--- src/rtl/spm_pkg.sv ---
// ----------------------------------------------------------------------------
// spm_pkg
// Shared types and constants for the stereo peak and rms level meter.
// ----------------------------------------------------------------------------
package spm_pkg;

    // width of the saturating sum of squares, and of the mean taken from it
    localparam int SUM_W = 60;

    // top level sequencer
    typedef enum logic [2:0] {
        ST_IDLE,
        ST_SQUARE,
        ST_ACCUM,
        ST_START,
        ST_ROOT
    } t_meter_state;

    // divide then square root unit
    typedef enum logic [1:0] {
        ROOT_IDLE,
        ROOT_DIV,
        ROOT_SQRT,
        ROOT_DONE
    } t_root_state;

    // strobes from the sequencer to each channel lane
    typedef struct packed {
        logic load;
        logic square;
        logic accum;
        logic clear;
    } t_lane_ctrl;

endpackage

--- src/rtl/spm_lane.sv ---
// ----------------------------------------------------------------------------
// spm_lane
// One channel: magnitude, square, peak hold and saturating sum of squares.
// ----------------------------------------------------------------------------
module spm_lane #(
    parameter int SAMPLE_BITS = 24
) (
    input  logic                       i_clk,
    input  logic                       i_rst_n,
    input  spm_pkg::t_lane_ctrl        i_ctrl,
    input  logic [SAMPLE_BITS-1:0]     i_sample,
    output logic [SAMPLE_BITS-2:0]     o_peak,
    output logic [spm_pkg::SUM_W-1:0]  o_sum
);
    import spm_pkg::*;

    localparam int SQ_W  = 2 * SAMPLE_BITS;
    localparam int ADD_W = ((SUM_W > SQ_W) ? SUM_W : SQ_W) + 1;

    logic [SAMPLE_BITS-1:0] r_sample;
    logic [SAMPLE_BITS-1:0] r_mag;
    logic [SQ_W-1:0]        r_sq;
    logic [SAMPLE_BITS-2:0] r_peak;
    logic [SUM_W-1:0]       r_sum;

    logic [SAMPLE_BITS-1:0] w_mag;
    logic [SAMPLE_BITS-2:0] w_sat_mag;
    logic [ADD_W-1:0]       w_sum_ext;
    logic [SAMPLE_BITS-2:0] n_peak;
    logic [SUM_W-1:0]       n_sum;

    // magnitude of the two's complement sample, full-scale negative included
    assign w_mag = r_sample[SAMPLE_BITS-1] ? (~r_sample + SAMPLE_BITS'(1)) : r_sample;

    // peak candidate, saturated to the largest positive code
    assign w_sat_mag = r_mag[SAMPLE_BITS-1] ? '1 : r_mag[SAMPLE_BITS-2:0];

    // running values
    assign w_sum_ext = ADD_W'(r_sum) + ADD_W'(r_sq);
    assign n_sum     = (|w_sum_ext[ADD_W-1:SUM_W]) ? '1 : w_sum_ext[SUM_W-1:0];
    assign n_peak    = (w_sat_mag > r_peak) ? w_sat_mag : r_peak;

    // sample capture, magnitude and square
    always_ff @(posedge i_clk) begin
        if (i_ctrl.load) begin
            r_sample <= i_sample;
        end
        if (i_ctrl.square) begin
            r_mag <= w_mag;
            r_sq  <= SQ_W'(w_mag) * SQ_W'(w_mag);
        end
    end

    // block state
    always_ff @(posedge i_clk) begin
        if (!i_rst_n) begin
            r_peak <= '0;
            r_sum  <= '0;
        end else if (i_ctrl.clear) begin
            r_peak <= '0;
            r_sum  <= '0;
        end else if (i_ctrl.accum) begin
            r_peak <= n_peak;
            r_sum  <= n_sum;
        end
    end

    assign o_peak = r_peak;
    assign o_sum  = r_sum;

endmodule

--- src/rtl/spm_root.sv ---
// ----------------------------------------------------------------------------
// spm_root
// Iterative mean and square root: restoring divide one bit a cycle, then a
// digit-by-digit integer square root one result bit a cycle.
// ----------------------------------------------------------------------------
module spm_root #(
    parameter int SAMPLE_BITS = 24,
    parameter int CNT_W       = 13
) (
    input  logic                       i_clk,
    input  logic                       i_rst_n,
    input  logic                       i_start,
    input  logic                       i_ack,
    input  logic [spm_pkg::SUM_W-1:0]  i_sum,
    input  logic [CNT_W-1:0]           i_count,
    output logic                       o_done,
    output logic [SAMPLE_BITS-2:0]     o_rms
);
    import spm_pkg::*;

    localparam int STEP_W = $clog2(SUM_W);
    localparam logic [SUM_W-1:0] PEAK_MAX = (SUM_W'(1) << (SAMPLE_BITS - 1)) - SUM_W'(1);

    t_root_state r_state;
    t_root_state n_state;

    logic [SUM_W-1:0]  r_x;
    logic [CNT_W-1:0]  r_rem;
    logic [CNT_W-1:0]  r_div;
    logic [SUM_W-1:0]  r_res;
    logic [SUM_W-1:0]  r_bit;
    logic [STEP_W-1:0] r_step;

    logic [CNT_W:0]    w_rem_sh;
    logic              w_rem_ge;
    logic [CNT_W:0]    w_rem_new;
    logic [SUM_W-1:0]  w_trial;
    logic              w_root_ge;

    // divide step
    assign w_rem_sh  = {r_rem, r_x[SUM_W-1]};
    assign w_rem_ge  = (w_rem_sh >= {1'b0, r_div});
    assign w_rem_new = w_rem_ge ? (w_rem_sh - {1'b0, r_div}) : w_rem_sh;

    // square root step
    assign w_trial   = r_res + r_bit;
    assign w_root_ge = (r_x >= w_trial);

    // state register
    always_ff @(posedge i_clk) begin
        if (!i_rst_n) begin
            r_state <= ROOT_IDLE;
        end else begin
            r_state <= n_state;
        end
    end

    // next state
    always_comb begin
        n_state = r_state;
        unique case (r_state)
            ROOT_IDLE: begin
                if (i_start) n_state = ROOT_DIV;
            end
            ROOT_DIV: begin
                if (r_step == '0) n_state = ROOT_SQRT;
            end
            ROOT_SQRT: begin
                if (r_step == '0) n_state = ROOT_DONE;
            end
            ROOT_DONE: begin
                if (i_ack) n_state = ROOT_IDLE;
            end
            default: n_state = ROOT_IDLE;
        endcase
    end

    // datapath
    always_ff @(posedge i_clk) begin
        unique case (r_state)
            ROOT_IDLE: begin
                if (i_start) begin
                    r_x    <= i_sum;
                    r_div  <= i_count;
                    r_rem  <= '0;
                    r_step <= STEP_W'(SUM_W - 1);
                end
            end
            ROOT_DIV: begin
                r_rem  <= w_rem_new[CNT_W-1:0];
                r_x    <= {r_x[SUM_W-2:0], w_rem_ge};
                if (r_step == '0) begin
                    r_res  <= '0;
                    r_bit  <= SUM_W'(1) << (SUM_W - 2);
                    r_step <= STEP_W'(SUM_W / 2 - 1);
                end else begin
                    r_step <= r_step - STEP_W'(1);
                end
            end
            ROOT_SQRT: begin
                if (w_root_ge) begin
                    r_x   <= r_x - w_trial;
                    r_res <= (r_res >> 1) + r_bit;
                end else begin
                    r_res <= r_res >> 1;
                end
                r_bit  <= r_bit >> 2;
                r_step <= r_step - STEP_W'(1);
            end
            ROOT_DONE: begin
            end
            default: begin
            end
        endcase
    end

    assign o_done = (r_state == ROOT_DONE);
    assign o_rms  = (r_res > PEAK_MAX) ? '1 : r_res[SAMPLE_BITS-2:0];

endmodule

--- src/rtl/stereo_peak_rms_meter.sv ---
// ----------------------------------------------------------------------------
// stereo_peak_rms_meter
// Block peak and rms meter for a stereo stream, one lane per channel.
// ----------------------------------------------------------------------------
// Input words carry a left/right sample pair in s_axis_tdata and the end of
// block flag in s_axis_tuser. Each word passes through capture, magnitude
// and square, then accumulation; s_axis_tready is high only in the idle
// state, so a new word is taken only once the last one is through. A word
// that ends a block (flag set, or the count reaching MAX_BLOCK) then starts
// the mean and root unit of both lanes: a restoring divide, then a square
// root, after which the result word is loaded into the output register;
// the next block may start as soon as the result is in the output register.
// The output register holds the result word until m_axis_tready; a new
// result waits in the root unit, with s_axis_tready low, until it is free.
// Reset clears peaks, sums, the sample count and the output valid; no
// clearing pass is needed.
// ----------------------------------------------------------------------------
module stereo_peak_rms_meter #(
    parameter int SAMPLE_BITS = 24,
    parameter int MAX_BLOCK   = 4096
) (
    input  logic i_clk,
    input  logic i_rst_n,
    // left_sample, right_sample
    input  logic [((2*SAMPLE_BITS+7)/8)*8-1:0]       s_axis_tdata,
    // last_of_block
    input  logic                                     s_axis_tuser,
    input  logic                                     s_axis_tvalid,
    output logic                                     s_axis_tready,
    // peak_left, peak_right, rms_left, rms_right
    output logic [((4*(SAMPLE_BITS-1)+7)/8)*8-1:0]   m_axis_tdata,
    output logic                                     m_axis_tvalid,
    input  logic                                     m_axis_tready
);
    import spm_pkg::*;

    localparam int PW    = SAMPLE_BITS - 1;
    localparam int OUT_W = ((4 * PW + 7) / 8) * 8;
    localparam int CNT_W = $clog2(MAX_BLOCK + 1);

    t_meter_state r_state;
    t_meter_state n_state;
    t_lane_ctrl   w_ctrl;

    logic             r_last;
    logic [CNT_W-1:0] r_count;
    logic [CNT_W-1:0] n_count;
    logic [PW-1:0]    r_peak_l;
    logic [PW-1:0]    r_peak_r;
    logic             r_out_valid;
    logic [4*PW-1:0]  r_out_data;

    logic             w_accept;
    logic             w_end;
    logic             w_start;
    logic             w_load;

    logic [PW-1:0]    w_peak_l;
    logic [PW-1:0]    w_peak_r;
    logic [SUM_W-1:0] w_sum_l;
    logic [SUM_W-1:0] w_sum_r;
    logic             w_done_l;
    logic             w_done_r;
    logic [PW-1:0]    w_rms_l;
    logic [PW-1:0]    w_rms_r;

    assign w_accept = s_axis_tvalid && s_axis_tready;
    assign n_count  = r_count + CNT_W'(1);
    assign w_end    = r_last || (n_count == CNT_W'(MAX_BLOCK));
    assign w_load   = (r_state == ST_ROOT) && w_done_l && w_done_r
                      && (!r_out_valid || m_axis_tready);

    // channel lanes
    spm_lane #(.SAMPLE_BITS(SAMPLE_BITS)) u_lane_l (
        .i_clk    (i_clk),
        .i_rst_n  (i_rst_n),
        .i_ctrl   (w_ctrl),
        .i_sample (s_axis_tdata[SAMPLE_BITS-1:0]),
        .o_peak   (w_peak_l),
        .o_sum    (w_sum_l)
    );

    spm_lane #(.SAMPLE_BITS(SAMPLE_BITS)) u_lane_r (
        .i_clk    (i_clk),
        .i_rst_n  (i_rst_n),
        .i_ctrl   (w_ctrl),
        .i_sample (s_axis_tdata[2*SAMPLE_BITS-1:SAMPLE_BITS]),
        .o_peak   (w_peak_r),
        .o_sum    (w_sum_r)
    );

    // mean and root per lane
    spm_root #(.SAMPLE_BITS(SAMPLE_BITS), .CNT_W(CNT_W)) u_root_l (
        .i_clk   (i_clk),
        .i_rst_n (i_rst_n),
        .i_start (w_start),
        .i_ack   (w_load),
        .i_sum   (w_sum_l),
        .i_count (r_count),
        .o_done  (w_done_l),
        .o_rms   (w_rms_l)
    );

    spm_root #(.SAMPLE_BITS(SAMPLE_BITS), .CNT_W(CNT_W)) u_root_r (
        .i_clk   (i_clk),
        .i_rst_n (i_rst_n),
        .i_start (w_start),
        .i_ack   (w_load),
        .i_sum   (w_sum_r),
        .i_count (r_count),
        .o_done  (w_done_r),
        .o_rms   (w_rms_r)
    );

    // state register
    always_ff @(posedge i_clk) begin
        if (!i_rst_n) begin
            r_state <= ST_IDLE;
        end else begin
            r_state <= n_state;
        end
    end

    // sequencer
    always_comb begin
        n_state       = r_state;
        w_ctrl        = '0;
        w_start       = 1'b0;
        s_axis_tready = 1'b0;
        unique case (r_state)
            ST_IDLE: begin
                s_axis_tready = 1'b1;
                w_ctrl.load   = s_axis_tvalid;
                if (s_axis_tvalid) n_state = ST_SQUARE;
            end
            ST_SQUARE: begin
                w_ctrl.square = 1'b1;
                n_state       = ST_ACCUM;
            end
            ST_ACCUM: begin
                w_ctrl.accum = 1'b1;
                n_state      = w_end ? ST_START : ST_IDLE;
            end
            ST_START: begin
                w_start      = 1'b1;
                w_ctrl.clear = 1'b1;
                n_state      = ST_ROOT;
            end
            ST_ROOT: begin
                if (w_load) n_state = ST_IDLE;
            end
            default: n_state = ST_IDLE;
        endcase
    end

    // flag capture and sample count
    always_ff @(posedge i_clk) begin
        if (!i_rst_n) begin
            r_count <= '0;
        end else if (r_state == ST_START) begin
            r_count <= '0;
        end else if (r_state == ST_ACCUM) begin
            r_count <= n_count;
        end
    end

    always_ff @(posedge i_clk) begin
        if (w_accept) begin
            r_last <= s_axis_tuser;
        end
        if (w_start) begin
            r_peak_l <= w_peak_l;
            r_peak_r <= w_peak_r;
        end
        if (w_load) begin
            r_out_data <= {w_rms_r, w_rms_l, r_peak_r, r_peak_l};
        end
    end

    // merged output word
    always_ff @(posedge i_clk) begin
        if (!i_rst_n) begin
            r_out_valid <= 1'b0;
        end else if (w_load) begin
            r_out_valid <= 1'b1;
        end else if (m_axis_tready) begin
            r_out_valid <= 1'b0;
        end
    end

    assign m_axis_tvalid = r_out_valid;
    assign m_axis_tdata  = OUT_W'(r_out_data);

endmodule

--- config.mk ---
export PLATFORM = sky130hd
export DESIGN_NAME = stereo_peak_rms_meter
export DESIGN_NICKNAME = d
export VERILOG_FILES = /design/src/rtl/spm_pkg.sv /design/src/rtl/spm_lane.sv /design/src/rtl/spm_root.sv /design/src/rtl/stereo_peak_rms_meter.sv
export SDC_FILE = /design/constraint.sdc
export NUM_CORES = 2
export LEC_CHECK = 0
export BUFFER_PORTS_ARGS = -buffer_cell sky130_fd_sc_hd__buf_4
export CAP_MARGIN = 10
export CORE_ASPECT_RATIO = 0.8
export CORE_MARGIN = 1.5
export CORE_UTILIZATION = 49
export DETAILED_ROUTE_END_ITERATION = 8
export MAX_ROUTING_LAYER = met4
export SETUP_SLACK_MARGIN = 0.3
export SLEW_MARGIN = 25
export SYNTH_ARGS = -nofsm -noshare
export SYNTH_HDL_FRONTEND = slang
export SYNTH_HIERARCHICAL = 1
export SYNTH_SLANG_ARGS = --single-unit
export TNS_END_PERCENT = 5
--- constraint.sdc ---
create_clock -name i_clk -period 12.7 [get_ports i_clk]
set_input_delay 0.635 -clock i_clk [delete_from_list [all_inputs] [get_ports i_clk]]
set_output_delay 0.635 -clock i_clk [all_outputs]
set_load 0.005 [all_outputs]
==> qor.csv <==
metric,value,unit
status,"finished, final reports clean",
yosys.area.top_type_share,23.0,%
via_per_inst,5.83,
max_freq,91.9,MHz
synth_seq_cells,878,
syn_area_per_cell,9.45,µm²
endpoint_kind,register,
hold_class,in2reg,
synth_compound_area_share,15.9,%
crit_fanout,16,
row_count,140,
synth_top_cell_by_area,edfxtp_1,
first_global_vias,69300,
min_period_over_period,85.7,%
rsz0062_at_grt,no,
portBuffers,146,
hold_slack,67.3,ps
cts_buffer_depth,3,
wl,259000,µm
finalHoldViolCount,0,
cts.sink_count,878,
ys_seq_area_share,27.2,%
grt_max_degree,142,
clockRootBuffer,clkbuf_16,
grt_antenna_before_repair,8,
die_area,0.187,mm²
nets,11200,
wl_per_cell,21.6,µm
htree_levels,3,
syn_to_final_growth,7.67,%
hold_depth,1,
finalSetupTns,0,ps
ctsResizeCount,0,
required,13160,ps
grt.total_usage,28.6,%
numCtsBuffers,99,
finClkSkew,59.8,ps
synthTopCellsByArea,"edfxtp_1 (23%), fa_1 (19%), ha_1 (11%)",
cp-start-kind,register,
drive_above_1_share,6.93,%
synthAdderAreaFrac,29.9,%
routabilityCongestion,0.973,
cts_tree,done,
fp.coreArea,0.182,mm²
final_antenna_net_count,0,
cp_slowest_cell,xor2_2,
drt_iter0_markers,6215,
timing.critical_path.mode_cell,fa_1,
first_pass_iters,6,
critical_path.max_stage_delay,740,ps
post_cts_buffers,0,
pin_count,151,
critPathArrivalTime,11340,ps
r2r_cells,32,
synth_xor_area_share,5.87,%
async_reset_ff_share,0,%
path_clk_slew,90,ps
fp.dieW,483,µm
cts_hold_buf,0,
fillers,16600,
finalCriticalPeriod,10880,ps
drv_cap,0,
start_util,49.4,%
synth_simple_gate_area_share,13.3,%
tightestPinTransition,1090,ps
synth_top_flop_cell,edfxtp_1,
slew_headroom,27.2,%
synth_top_family_by_area,adder cells,
clock_latency,770,ps
die_h,387,µm
crit_type,reg2reg,
synthDistinctLibCells,132,
slew_violations,0,
synthMuxAreaShare,0.290,%
drc,0,
postSynthCellCount,9544,
vias,70000,
grt_first_pass_wirelength,406000,µm
ys_warn_count,6,
hpwl,203000,µm
gr-total-overflow,0,
synth-edff-count,691,
netlist_area,0.0902,mm²
setup_viol,0,
[synthesized netlist by cell type, types with 152 or more instances]
cell type     n
clkbuf_1    315
nand3_1     152
a31oi_1     188
dfxtp_1     187
xor2_1      303
inv_1      1317
edfxtp_1    691
nor2_1      852
o21ai_0     402
a21o_1      208
ha_1        766
a21oi_1     517
xnor2_1     298
fa_1        866
nand2_1     711
[through the flow]
stage	instance area [µm²]	std cells	setup slack, ps	utilization, %
detailed placement	93500	11800	1700	51.3
finish	97100	12000	1820	53.2
CTS	97000	12000	1680	53.2
global placement	93500	11800	1940	51.3
floorplan	90300	9581	1220	-
global route	97100	12000	1230	53.2
[routing by layer]
metal | GRT usage, % | routed length, µm | vias up
li1 | - | - | 32700
met1 | 42.6 | 124000 | 34800
met2 | 41.9 | 113000 | 2203
met3 | 3.49 | 16900 | 319
met4 | 5.25 | 5050 | 0
met5 | - | 0 | -
[area by class of cell]
class	count	area, µm²	area share [%]
antenna	5	12.5	0.0129
clock buffer	130	2790	2.87
clock inverter	56	694	0.715
inverter	1338	5020	5.17
multi-input combinational	6965	59200	61.0
sequential	878	24500	25.2
tap	2414	3020	3.11
timing repair buffer	234	1830	1.88
[logic make-up after synthesis]
kind of cell / after synthesis
AO/OA/AOI/OAI: 2116
XOR/XNOR: 603
adder cells (fa/ha/maj): 1632
buffers and inverters: 1738
flip-flops: 878
multiplexers: 26
other: 5
AND/OR/NAND/NOR: 2546
[path summary, 6_finish.rpt]
kind	from	end	slack (ps)
worst max-delay path	u_lane_r/r_sample[3]	u_lane_r/r_sq[46]	1820
worst min-delay path	s_axis_tdata[16]	u_lane_l/r_sample[16]	70
worst max register to register	u_lane_r/r_sample[3]	u_lane_r/r_sq[46]	1820
worst min register to register	r_peak_l[1]	r_out_data[1]	400
[state kept, by name, summed over array words and instances, names as in the netlist, 24 cells and up]
signal	cells
u_lane_l/o_sum	60
u_lane_l/r_mag	24
u_lane_r/r_mag	24
u_lane_r/r_sample	24
u_root_r/r_bit	30
r_out_data	92
u_root_r/r_res	60
u_root_l/r_res	60
u_lane_l/r_sample	24
u_lane_l/r_sq	46
u_lane_r/r_sq	46
u_root_l/r_x	60
u_root_l/r_bit	30
u_lane_r/o_sum	60
u_root_r/r_x	60
[worst max-delay path, delay by kind of cell, from the launching register on]
| family | cells | cell delay (ps) |
|---|---|---|
| adder cells (fa/ha/maj) | 8 | 4050 |
| buffers and inverters | 6 | 630 |
| XOR/XNOR | 2 | 890 |
| AND/OR/NAND/NOR | 8 | 2740 |
| flip-flops | 1 | 450 |
| AO/OA/AOI/OAI | 8 | 1840 |
[cell usage in the layout, fill, tap and decap left out, types with 42 or more instances in the layout]
master / instances
o21bai_1: 91
edfxtp_1: 691
and2_1: 106
ha_1: 762
a21o_1: 208
clkbuf_16: 104
or2_2: 61
nand3_1: 152
fa_1: 866
xnor2_1: 296
a31oi_1: 188
nor2_1: 852
nor2b_1: 81
xor2_1: 297
nand4_1: 132
buf_4: 229
a21oi_1: 517
o21a_1: 51
dfxtp_1: 187
a211oi_1: 96
inv_1: 1314
conb_1: 42
a221oi_1: 77
nand2_1: 711
nor3_1: 89
nand2b_1: 76
o21ai_0: 400
and3_1: 83
Power is not shown: default switching activity piles up to over one toggle a cycle in this logic, so the estimate is an artifact.
